<file path="src/hdl/gjk_pkg.sv">
// Shared types, constants and codes for the 2D convex collision core.
// Used by gjk_ctrl, gjk_dpath and gjk_convex_collision_2d_core; no dependencies.
package gjk_pkg;

  localparam int MAX_VERTICES = 128;
  localparam int COORD_BITS   = 16;
  localparam int ADDR_W       = $clog2(MAX_VERTICES);
  localparam int CNT_W        = $clog2(MAX_VERTICES + 1);
  localparam int ITER_W       = 8;
  localparam int PT_W         = COORD_BITS + 1;      // Minkowski point
  localparam int AB_W         = PT_W + 1;            // edge / negated point
  localparam int SUM_W        = COORD_BITS + ADDR_W; // vertex sums
  localparam int DIR_W        = CNT_W + SUM_W + 1;   // search direction
  localparam int MB_W         = SUM_W;               // multiplier B operand
  localparam int PROD_W       = DIR_W + MB_W;
  localparam int PSUM_W       = PROD_W + 1;
  localparam int NUM_MUL      = 4;

  localparam logic [ITER_W-1:0] ITER_RESET = ITER_W'(100);

  typedef enum logic [1:0] {
    CMD_VTX1 = 2'd0,
    CMD_VTX2 = 2'd1,
    CMD_RUN  = 2'd2
  } cmd_e;

  typedef enum logic [1:0] {
    ST_OK       = 2'd0,
    ST_EMPTY    = 2'd1,
    ST_OVERFLOW = 2'd2,
    ST_LIMIT    = 2'd3
  } status_e;

  typedef struct packed {
    logic [1:0]         command;
    logic signed [15:0] x_coord;
    logic signed [15:0] y_coord;
  } in_word_t;

  typedef struct packed {
    logic       collision;
    logic [1:0] status;
    logic [7:0] iterations_used;
  } out_word_t;

  typedef enum logic [3:0] {
    OP_NONE     = 4'd0,
    OP_SUM_CLR  = 4'd1,
    OP_SCAN_SUM = 4'd2,
    OP_SCAN_SUP = 4'd3,
    OP_DIR_MUL  = 4'd4,
    OP_DIR_SET  = 4'd5,
    OP_SUP_DONE = 4'd6,
    OP_ADOT_MUL = 4'd7,
    OP_INIT_SET = 4'd8,
    OP_SEG_MUL  = 4'd9,
    OP_SEG_SET  = 4'd10,
    OP_TRI_MUL  = 4'd11,
    OP_TRI_SGN  = 4'd12,
    OP_TRI_MUL2 = 4'd13,
    OP_TRI_SET  = 4'd14
  } dp_op_e;

  typedef struct packed {
    dp_op_e            op;
    logic              wr1;
    logic              wr2;
    logic [ADDR_W-1:0] wr_addr;
    logic              scan_valid;
    logic [ADDR_W-1:0] scan_addr;
    logic              scan_en1;
    logic              scan_en2;
    logic              scan_first;
    logic [CNT_W-1:0]  cnt1;
    logic [CNT_W-1:0]  cnt2;
  } dp_cmd_t;

  typedef struct packed {
    logic scan_busy;
    logic dot_pos;
    logic tri_hit;
  } dp_stat_t;

endpackage

</file>
<file path="src/hdl/gjk_ctrl.sv">
// Controller: input handshake, vertex counts, test sequencer, result register.
// Depends on gjk_pkg; commands gjk_dpath through dp_cmd_t.
module gjk_ctrl (
  input  logic                          clk_i,
  input  logic                          rst_ni,
  input  logic                          in_valid_i,
  output logic                          in_stall_o,
  input  logic [1:0]                    command_i,
  output logic                          out_valid_o,
  input  logic                          out_stall_i,
  output gjk_pkg::out_word_t            out_word_o,
  input  logic [gjk_pkg::ITER_W-1:0]    max_iter_i,
  output gjk_pkg::dp_cmd_t              cmd_o,
  input  gjk_pkg::dp_stat_t             stat_i
);

  localparam int CNT_W  = gjk_pkg::CNT_W;
  localparam int ADDR_W = gjk_pkg::ADDR_W;
  localparam int ITER_W = gjk_pkg::ITER_W;
  localparam logic [CNT_W-1:0] CNT_FULL = CNT_W'(gjk_pkg::MAX_VERTICES);

  typedef enum logic [16:0] {
    S_IDLE    = 17'h00001,
    S_START   = 17'h00002,
    S_SUM     = 17'h00004,
    S_DIRMUL  = 17'h00008,
    S_DIRSET  = 17'h00010,
    S_SUP     = 17'h00020,
    S_SUPDONE = 17'h00040,
    S_AMUL    = 17'h00080,
    S_ACHK    = 17'h00100,
    S_LOOP    = 17'h00200,
    S_SMUL    = 17'h00400,
    S_SSET    = 17'h00800,
    S_TMUL    = 17'h01000,
    S_TSGN    = 17'h02000,
    S_TMUL2   = 17'h04000,
    S_TSET    = 17'h08000,
    S_RESULT  = 17'h10000
  } state_e;

  state_e                 state_q, state_d;
  logic [CNT_W-1:0]       cnt1_q, cnt1_d, cnt2_q, cnt2_d, scan_idx_q, scan_idx_d, max_cnt;
  logic                   ovf_q, ovf_d, init_q, init_d, tri_q, tri_d;
  logic [ITER_W-1:0]      iter_q, iter_d, res_iter_q, res_iter_d;
  logic                   res_hit_q, res_hit_d;
  gjk_pkg::status_e       res_st_q, res_st_d;
  logic                   out_valid_q, out_valid_d;
  gjk_pkg::out_word_t     out_word_q, out_word_d;
  logic                   in_acc, issue, out_load;

  assign in_stall_o = (state_q != S_IDLE);
  assign in_acc     = in_valid_i && !in_stall_o;
  assign max_cnt    = (cnt1_q > cnt2_q) ? cnt1_q : cnt2_q;
  assign issue      = (state_q == S_SUM || state_q == S_SUP) && (scan_idx_q < max_cnt);
  assign out_load   = (state_q == S_RESULT) && (!out_valid_q || !out_stall_i);

  always_comb begin
    state_d    = state_q;
    cnt1_d     = cnt1_q;
    cnt2_d     = cnt2_q;
    ovf_d      = ovf_q;
    scan_idx_d = scan_idx_q;
    init_d     = init_q;
    tri_d      = tri_q;
    iter_d     = iter_q;
    res_hit_d  = res_hit_q;
    res_st_d   = res_st_q;
    res_iter_d = res_iter_q;

    cmd_o            = '0;
    cmd_o.op         = gjk_pkg::OP_NONE;
    cmd_o.cnt1       = cnt1_q;
    cmd_o.cnt2       = cnt2_q;
    cmd_o.scan_valid = issue;
    cmd_o.scan_addr  = scan_idx_q[ADDR_W-1:0];
    cmd_o.scan_en1   = scan_idx_q < cnt1_q;
    cmd_o.scan_en2   = scan_idx_q < cnt2_q;
    cmd_o.scan_first = (scan_idx_q == '0);
    if (issue) scan_idx_d = scan_idx_q + CNT_W'(1);

    unique case (state_q)
      S_IDLE: begin
        if (in_acc) begin
          case (command_i)
            gjk_pkg::CMD_VTX1: begin
              if (cnt1_q >= CNT_FULL) ovf_d = 1'b1;
              else begin
                cmd_o.wr1     = 1'b1;
                cmd_o.wr_addr = cnt1_q[ADDR_W-1:0];
                cnt1_d        = cnt1_q + CNT_W'(1);
              end
            end
            gjk_pkg::CMD_VTX2: begin
              if (cnt2_q >= CNT_FULL) ovf_d = 1'b1;
              else begin
                cmd_o.wr2     = 1'b1;
                cmd_o.wr_addr = cnt2_q[ADDR_W-1:0];
                cnt2_d        = cnt2_q + CNT_W'(1);
              end
            end
            gjk_pkg::CMD_RUN: begin
              res_hit_d  = 1'b0;
              res_iter_d = '0;
              if (cnt1_q == '0 || cnt2_q == '0) begin
                res_st_d = gjk_pkg::ST_EMPTY;
                state_d  = S_RESULT;
              end else if (ovf_q) begin
                res_st_d = gjk_pkg::ST_OVERFLOW;
                state_d  = S_RESULT;
              end else begin
                state_d = S_START;
              end
            end
            default: ;
          endcase
        end
      end
      S_START: begin
        cmd_o.op   = gjk_pkg::OP_SUM_CLR;
        scan_idx_d = '0;
        state_d    = S_SUM;
      end
      S_SUM: begin
        cmd_o.op = gjk_pkg::OP_SCAN_SUM;
        if (!issue && !stat_i.scan_busy) state_d = S_DIRMUL;
      end
      S_DIRMUL: begin
        cmd_o.op = gjk_pkg::OP_DIR_MUL;
        state_d  = S_DIRSET;
      end
      S_DIRSET: begin
        cmd_o.op   = gjk_pkg::OP_DIR_SET;
        scan_idx_d = '0;
        iter_d     = '0;
        init_d     = 1'b1;
        tri_d      = 1'b0;
        state_d    = S_SUP;
      end
      S_SUP: begin
        cmd_o.op = gjk_pkg::OP_SCAN_SUP;
        if (!issue && !stat_i.scan_busy) state_d = S_SUPDONE;
      end
      S_SUPDONE: begin
        cmd_o.op = gjk_pkg::OP_SUP_DONE;
        state_d  = S_AMUL;
      end
      S_AMUL: begin
        cmd_o.op = gjk_pkg::OP_ADOT_MUL;
        state_d  = S_ACHK;
      end
      S_ACHK: begin
        if (!stat_i.dot_pos) begin
          res_hit_d  = 1'b0;
          res_st_d   = gjk_pkg::ST_OK;
          res_iter_d = iter_q;
          state_d    = S_RESULT;
        end else if (init_q) begin
          cmd_o.op = gjk_pkg::OP_INIT_SET;
          init_d   = 1'b0;
          state_d  = S_LOOP;
        end else begin
          state_d = tri_q ? S_TMUL : S_SMUL;
        end
      end
      S_LOOP: begin
        if (iter_q >= max_iter_i) begin
          res_hit_d  = 1'b0;
          res_st_d   = gjk_pkg::ST_LIMIT;
          res_iter_d = iter_q;
          state_d    = S_RESULT;
        end else begin
          iter_d     = iter_q + ITER_W'(1);
          scan_idx_d = '0;
          state_d    = S_SUP;
        end
      end
      S_SMUL: begin
        cmd_o.op = gjk_pkg::OP_SEG_MUL;
        state_d  = S_SSET;
      end
      S_SSET: begin
        cmd_o.op = gjk_pkg::OP_SEG_SET;
        tri_d    = 1'b1;
        state_d  = S_LOOP;
      end
      S_TMUL: begin
        cmd_o.op = gjk_pkg::OP_TRI_MUL;
        state_d  = S_TSGN;
      end
      S_TSGN: begin
        cmd_o.op = gjk_pkg::OP_TRI_SGN;
        state_d  = S_TMUL2;
      end
      S_TMUL2: begin
        cmd_o.op = gjk_pkg::OP_TRI_MUL2;
        state_d  = S_TSET;
      end
      S_TSET: begin
        if (stat_i.tri_hit) begin
          res_hit_d  = 1'b1;
          res_st_d   = gjk_pkg::ST_OK;
          res_iter_d = iter_q;
          state_d    = S_RESULT;
        end else begin
          cmd_o.op = gjk_pkg::OP_TRI_SET;
          state_d  = S_LOOP;
        end
      end
      S_RESULT: begin
        if (out_load) begin
          cnt1_d  = '0;
          cnt2_d  = '0;
          ovf_d   = 1'b0;
          state_d = S_IDLE;
        end
      end
      default: state_d = S_IDLE;
    endcase
  end

  always_comb begin
    out_valid_d = out_valid_q;
    out_word_d  = out_word_q;
    if (out_load) begin
      out_valid_d                = 1'b1;
      out_word_d.collision       = res_hit_q;
      out_word_d.status          = res_st_q;
      out_word_d.iterations_used = res_iter_q;
    end else if (!out_stall_i) begin
      out_valid_d = 1'b0;
    end
  end

  always_ff @(posedge clk_i or negedge rst_ni) begin
    if (!rst_ni) begin
      state_q     <= S_IDLE;
      cnt1_q      <= '0;
      cnt2_q      <= '0;
      ovf_q       <= 1'b0;
      scan_idx_q  <= '0;
      init_q      <= 1'b0;
      tri_q       <= 1'b0;
      iter_q      <= '0;
      res_hit_q   <= 1'b0;
      res_st_q    <= gjk_pkg::ST_OK;
      res_iter_q  <= '0;
      out_valid_q <= 1'b0;
    end else begin
      state_q     <= state_d;
      cnt1_q      <= cnt1_d;
      cnt2_q      <= cnt2_d;
      ovf_q       <= ovf_d;
      scan_idx_q  <= scan_idx_d;
      init_q      <= init_d;
      tri_q       <= tri_d;
      iter_q      <= iter_d;
      res_hit_q   <= res_hit_d;
      res_st_q    <= res_st_d;
      res_iter_q  <= res_iter_d;
      out_valid_q <= out_valid_d;
    end
  end

  always_ff @(posedge clk_i) begin
    out_word_q <= out_word_d;
  end

  assign out_valid_o = out_valid_q;
  assign out_word_o  = out_word_q;

`ifndef ASSERT_OFF
  a_run_starts: assert property (@(posedge clk_i) disable iff (!rst_ni)
    (in_acc && command_i == gjk_pkg::CMD_RUN) |=> (state_q == S_START || state_q == S_RESULT))
    else $error("run word did not start a test or result");

  a_out_from_result: assert property (@(posedge clk_i) disable iff (!rst_ni)
    $rose(out_valid_q) |-> $past(state_q == S_RESULT))
    else $error("result word appeared outside result state");

  a_counts_cleared: assert property (@(posedge clk_i) disable iff (!rst_ni)
    out_load |=> (cnt1_q == '0 && cnt2_q == '0 && !ovf_q))
    else $error("stores not cleared after result");

  a_scan_drained: assert property (@(posedge clk_i) disable iff (!rst_ni)
    stat_i.scan_busy |-> (state_q == S_SUM || state_q == S_SUP))
    else $error("scan pipeline busy after leaving scan state");
`endif

endmodule

</file>
<file path="config.mk">
export PLATFORM = sky130hd
export DESIGN_NAME = gjk_ctrl
export DESIGN_NICKNAME = d
export VERILOG_FILES = /design/src/hdl/gjk_pkg.sv /design/src/hdl/gjk_ctrl.sv
export SDC_FILE = /design/constraint.sdc
export NUM_CORES = 1
export LEC_CHECK = 0
export CAP_MARGIN = 0
export CORE_MARGIN = 2
export CORE_UTILIZATION = 60
export CTS_BUF_LIST = sky130_fd_sc_hd__clkbuf_16
export DETAILED_ROUTE_END_ITERATION = 6
export DONT_BUFFER_PORTS = 1
export PLACE_DENSITY = 0.87
export SETUP_SLACK_MARGIN = 0.02
export SLEW_MARGIN = 20
export SYNTH_ARGS = -nofsm -noshare
export SYNTH_HDL_FRONTEND = slang
export SYNTH_SLANG_ARGS = --single-unit
export TNS_END_PERCENT = 20
</file>
<file path="constraint.sdc">
create_clock -name clk_i -period 4.9 [get_ports clk_i]
set_input_delay 0.735 -clock clk_i [delete_from_list [all_inputs] [get_ports clk_i]]
set_output_delay 0.735 -clock clk_i [all_outputs]
set_load 0.1 [all_outputs]
</file>
==> results.md, run 1 <==
- Final Net Count: between 500 and 600
- PortBufs: 0
- Static Leak: roughly 2.5 nW
- Detailed placement HPWL: 8.76 mm
- Slowest cell on crit path: nor4bb_2
- Gr usage total: between 20 and 30%
- Layout area overhead: 12.7%
- CORE AREA: around 7700 sq um
- FF-to-FF setup slack: 810 ps
- Slowest stage delay, CP: ~470 ps
- Post-synthesis sequential area ratio: 40.4%
- Tcrit/Tclk final: between 90% and 100%
- Metal2 WL: approximately 5.7 mm
- DR top layer: met4
- Post-route setup slack: ~210 ps
- Post-DR wirelength/cell: 19.3 um
- First-pass GRT wire length: roughly 20 mm
- Cell Area, Synth: roughly 4800 sq um
- Fin. Hold Viols: 0
- Reg clk slew, reported paths: approximately 70 ps
- Most used DFF post-synth: dfrtp_1
- Number of synthesized register bits: 75
- DR vias/cell: roughly 6.3
- Longest Clk Path Bufs: 2
- Post-Synthesis Cells: between 500 and 600
- Period minus WS final: approximately 4700 ps
- CP Cell Sequence: inv_1 > ha_1 > nor2b_1 > o21ai_0 > nor4bb_2 > or2_2 > nor2_1 > a21oi_1 > ha_1 > a21oi_1 > nor2_1 > a211oi_1 > nand4_1 > a31oi_4 > buf_4
- Post-Syn Nets: roughly 570
- Final hold slack: about 88 ps
- Row count: 32
- Yosys cell types: 67
- Maximum vdd drop: about 0.29 mV
- Clk sink count: 75
- Die area: 8700 sq um
- CP endpoint kind: primary output
- Slew HR: between 20% and 30%
- Worst-Skew Late Latency: 340 ps
- Num ports: 70
- Startpoint class of the critical path: flop
- PD cells: ~470 nW/um^2
- Initial antenna violation count: 0
- Post-place setup slack: 724 ps
- MaxCap Viol Count: 0
- Crit path required time: 4160 ps
- CP max FO: 14
- Final TNS setup: 0 ps
- Vias in the first global route: about 4000
- Routability cong.: about 0.91
- Kind of critical path: flop to primary output
- Crit path arrival time: between 3000 and 4000 ps
- Met3 wire length: 1.16 mm
- Worst Skew: about 8.6 ps
- CP Buf/Inv Count: 2
- CTS tree: built
- Total gr overflow: 0
- Most frequent cells in the layout: 60 x nor2_1, 55 x dfrtp_1, 46 x inv_1, 44 x ha_1, 25 x a21oi_1
- Cts bufs inserted: 9
- Vias: about 4000
- CP delay by family, top: simple AND/OR/NAND/NOR gates
- Slew Limit Fails: 0
- # DRC: 0
- Commonest non-fill, non-tap cell in the layout: nor2_1
- Post-synth EDFFs: 11
- Slew @ Worst Pin: around 1100 ps
- Hold buffer count at CTS: 0
- WL met1: just over 5 mm
- Root Driver: clkbuf_16
- Initial Utilization: between 60% and 70%
- Hold Path Class: input port to asynchronous set/reset pin
- Die Ht: approximately 93 um
- Die X: 93.3 um
- Pwr Total: about 2.5 mW
- Routed Antenna Nets: 0
- YS warnings: 0
- Status: finished, final reports clean
- Initial DRC count: slightly above 400
- H-Tree Depth: 3
- Core Util, Final: between 60 and 70%
- Share of post-route cells with drive strength above 1: between 10% and 20%
- Setup-failing EPs final: 0
- Max Clock Freq: approximately 210 MHz
- Pre-antenna DRT Iters: 5
- RSZ-0062 raised after global routing: no
- Pin count of the biggest net entering global routing: 65
- Mean Syn Cell Area: between 9 and 10 sq um
- # diodes: 0
- Synth async-reset ratio: a little under nine tenths
- Post-Route WL: 12.2 mm
-- cells in the mapped netlist (all sizes together), types with 9 or more instances --
| library cell | number | area, sq um |
|---|---|---|
| nand2 | 23 | 96.4 |
| a21o | 9 | 67.6 |
| o21ai | 12 | 60.1 |
| mux2i | 9 | 90.1 |
| xnor2 | 12 | 105 |
| nor2 | 67 | 251 |
| inv | 46 | 173 |
| buf | 12 | 88.8 |
| nor3 | 15 | 91.3 |
| a21oi | 25 | 125 |
| nand3 | 14 | 75.1 |
| nor4 | 14 | 130 |
| ha | 44 | 551 |
| nand4 | 17 | 106 |
| dfrtp | 63 | 1580 |
| edfxtp | 11 | 330 |
-- state kept, by name, summed over array words and instances, names as in the netlist --
| signal | flops |
|---|---|
| init_q | 1 |
| scan_idx_q | 8 |
| out_valid_o | 1 |
| res_hit_q | 1 |
| res_iter_q | 8 |
| cnt2_q | 8 |
| state_q | 17 |
| cnt1_q | 8 |
| res_st_q | 2 |
| ovf_q | 1 |
| out_word_o | 11 |
| tri_q | 1 |
| iter_q | 8 |
-- through the flow --
stage | instance area, sq um | instances
2_1_floorplan | 4790 | 504
3_3_place_gp | 5070 | 614
3_5_place_dp | 5090 | 615
4_1_cts | 5380 | 631
5_1_grt | 5390 | 631
6_report | 5390 | 631
-- path summary, 6_finish.rpt --
check                           cells past startpoint           from       endpoint
worst max-delay path                               15      cnt2_q[1]      cmd_o[26]
worst min-delay path                                0         rst_ni      cnt2_q[2]
worst max register to register                     16      cnt2_q[1]     state_q[2]
worst min register to register                      0  res_iter_q[1]  out_word_o[1]
max in group asynchronous                           0         rst_ni     state_q[0]
min in group clk_i                                  0  res_iter_q[1]  out_word_o[1]
-- final cells by class --
cell class              count  area, sq um
inverters                  46          173
fillers                   566         2340
flip-flops and latches     75         1940
clock inverters             7         66.3
repair buffers             26          223
multi-input cells         366         2630
well taps                 102          128
clock buffers               9          225
-- logic make-up after synthesis --
group | after synthesis | share of synthesized area [%]
and+or+nand+nor | 209 | 24.7
DFF | 75 | 40.4
AOI/OAI and AO/OA | 82 | 11.4
buffers and inverters | 63 | 5.86
adders and majority gates | 44 | 11.5
muxes | 12 | 2.59
xor gates and xnor gates | 19 | 3.48
-- power breakdown --
group          internal [mW]  switching [mW]  total [mW]  leakage [nW]
registers              0.701           0.211       0.912         0.956
clock network          0.356           0.288       0.644         0.145
logic                  0.277           0.713       0.990          1.37
-- per-layer routing --
metal,track usage [%],vias up
met5,0,-
met4,10.9,0
met3,5.00,27
met2,45.4,188
met1,42.2,1929
li1,-,1862
-- what timing repair did --
| action | in CTS | in global routing |
|---|---|---|
| setup endpoints to repair | 0 | 1 |
| gates resized for setup | 0 | 1 |
| buffers inserted | 0 | 0 |
Note: power is estimated with default switching activity, not from simulation.
==> run 2: changes to the inputs <==
- SETUP_SLACK_MARGIN: 0.02 -> 0.4
==> results.md, run 2 (synthesis gave the netlist of run 1 again) <==
- Status: finished, final reports clean
- Layout area overhead: 14.9%
- PortBufs: 0 (unchanged)
- Vias: 4078 (+1.8%)
- Hold Path Class: input port to asynchronous set/reset pin
- Commonest non-fill, non-tap cell in the layout: nor2_1
- CP max FO: 7 (-7)
- MaxCap Viol Count: 0 (unchanged)
- Root Driver: clkbuf_16
- Final Net Count: 595 (+1.7%)
- Vias in the first global route: 3765 (-5.7%)
- Slew HR: 25.5% (+1.9 points)
- Die Ht: 93.3 um (unchanged)
- First-pass GRT wire length: 18.9 mm (-5.0%)
- CTS tree: built
- Routed Antenna Nets: 0 (unchanged)
- Post-DR wirelength/cell: 18.7 um (-3.3%)
- Slowest cell on crit path: dfrtp_2
- Top reg by flops: state_q
- Cts bufs inserted: 9 (unchanged)
- Reg clk slew, reported paths: 60 ps (about the same)
- Post-place setup slack: 798 ps (+74.0 ps)
- # diodes: 0 (unchanged)
- Placed cell count: 621 (+0.98%)
- CORE AREA: 7730 sq um (unchanged)
- Slowest stage delay, CP: 400 ps (-70 ps)
- Layout filler cell count: 550 (-2.8%)
- Startpoint class of the critical path: flop
- # DRC: 0 (unchanged)
- Max Clock Freq: 234 MHz (+9.4%)
- Kind of critical path: flop to primary output
- Period minus WS final: 4280 ps (-404 ps)
- Num ports: 70 (unchanged)
- Share of post-route cells with drive strength above 1: 18.9% (+3.0 points)
- DR vias/cell: 6.36 (+0.21%)
- Initial antenna violation count: 0 (unchanged)
- Pwr Total: 2.58 mW (+1.2%)
- Initial Utilization: 61.9% (unchanged)
- Gr usage total: 28.3% (-1.2 points)
- Pre-antenna DRT Iters: 5 (unchanged)
- Final non-filler cell total: 641 (+1.6%)
- Most frequent cells in the layout: 60 x nor2_1, 50 x dfrtp_1, 45 x inv_1, 44 x ha_1, 33 x buf_4
- Crit path required time: 4160 ps (about the same)
- Slew Limit Fails: 0 (unchanged)
- Pin count of the biggest net entering global routing: 65 (unchanged)
- Post-route setup slack: 618 ps (+404 ps)
- Hold buffer count at CTS: 0 (unchanged)
- CP Cell Sequence: inv_1 > ha_1 > nor2b_1 > o21ai_0 > nor4bb_2 > buf_4 > or2_2 > nor2_1 > a21oi_1 > ha_1 > nand4_1 > nor2_1 > nand2_1 > nand4_1 > a31oi_4 > buf_12
- Row count: 32 (unchanged)
- CP endpoint kind: primary output
- Crit path arrival time: 3550 ps (-400 ps)
- Slew @ Worst Pin: 1120 ps (-28.4 ps)
- Total gr overflow: 0 (unchanged)
- Detailed placement HPWL: 8.60 mm (-1.8%)
- Die area: 8700 sq um (unchanged)
- Longest Clk Path Bufs: 2 (unchanged)
- Die X: 93.3 um (unchanged)
- H-Tree Depth: 3 (unchanged)
- Setup-failing EPs final: 0 (unchanged)
- Final TNS setup: 0 ps (unchanged)
- Static Leak: 2.51 nW (+1.8%)
- Max reg flops: 17 (unchanged)
- Clk sink count: 75 (unchanged)
- Post-Route WL: 12.0 mm (-1.7%)
- RSZ-0062 raised after global routing: no
- Worst Skew: 7.34 ps (-1.22 ps)
- Worst-Skew Late Latency: 340 ps (about the same)
- Tcrit/Tclk final: 87.4% (-8.2 points)
- Initial DRC count: 397 (-2.5%)
- Fin. Hold Viols: 0 (unchanged)
- Routability cong.: 0.930 (+2.6%)
- PD cells: 469 nW/um^2 (-0.73%)
- Maximum vdd drop: 0.303 mV (+5.1%)
==> run 2: per-stage QoR <==
step | util, % | instance area (sq um) | hold WS (ps)
2_1_floorplan | - | 4800 | 425
3_3_place_gp | 66.2 | 5110 | 431
3_5_place_dp | 66.3 | 5120 | 439
4_1_cts | 70.1 | 5420 | 78.4
5_1_grt | 71.1 | 5490 | 73.2
6_report | 71.1 | 5490 | 84.3
==> run 2: metal layers <==
layer  up-vias  track usage [%]  wire length [um]
met5         -                0                 0
met1      1984             39.0              5160
met2       192             42.3              5530
li1       1881                -                 -
met4         0             12.1               220
met3        21             7.49              1080
==> run 2: worst paths after layout <==
| check | startpoint | end | slack, ps | cells past startpoint |
|---|---|---|---|---|
| worst max-delay path | cnt2_q[1] | cmd_o[26] | 620 | 16 |
| worst min-delay path | rst_ni | scan_idx_q[3] | 80 | 0 |
| worst max register to register | cnt2_q[1] | state_q[2] | 1060 | 17 |
| worst min register to register | res_iter_q[3] | out_word_o[3] | 450 | 0 |
| max in group asynchronous | rst_ni | state_q[0] | 4620 | 0 |
| min in group clk_i | res_iter_q[3] | out_word_o[3] | 450 | 0 |
==> run 2: power by group <==
group / switching [mW] / total, mW / internal [mW] / leakage [nW]
combinational: 0.724 / 1.02 / 0.296 / 1.42
clock: 0.293 / 0.649 / 0.356 / 0.141
sequential: 0.205 / 0.907 / 0.701 / 0.948
==> run 2: critical path, delay by kind of cell (launching register included) <==
kind,cells,cell delay [ps]
and+or+nand+nor,8,1200
AOI/OAI and AO/OA,3,560
buffers and inverters,3,520
adders and majority gates,2,520
DFF,1,400
==> run 2: repair_timing <==
action,4_1_cts,5_1_grt
pin swaps,0,3
endpoints found under the hold margin,0,0
buffers inserted,0,2
gates cloned,0,2
gates resized for setup,1,7
setup endpoints to repair,1,1
==> run 2: layout make-up <==
| type | instances | area (sq um) | share of cell area (%) |
|---|---|---|---|
| Timing Repair Buffer | 35 | 293 | 5.33 |
| Inverter | 46 | 173 | 3.14 |
| Clock inverter | 7 | 65.1 | 1.18 |
| Multi-Input combinational cell | 367 | 2660 | 48.4 |
| Clock buffer | 9 | 225 | 4.10 |
| Tap cell | 102 | 128 | 2.32 |
| Sequential cell | 75 | 1950 | 35.5 |
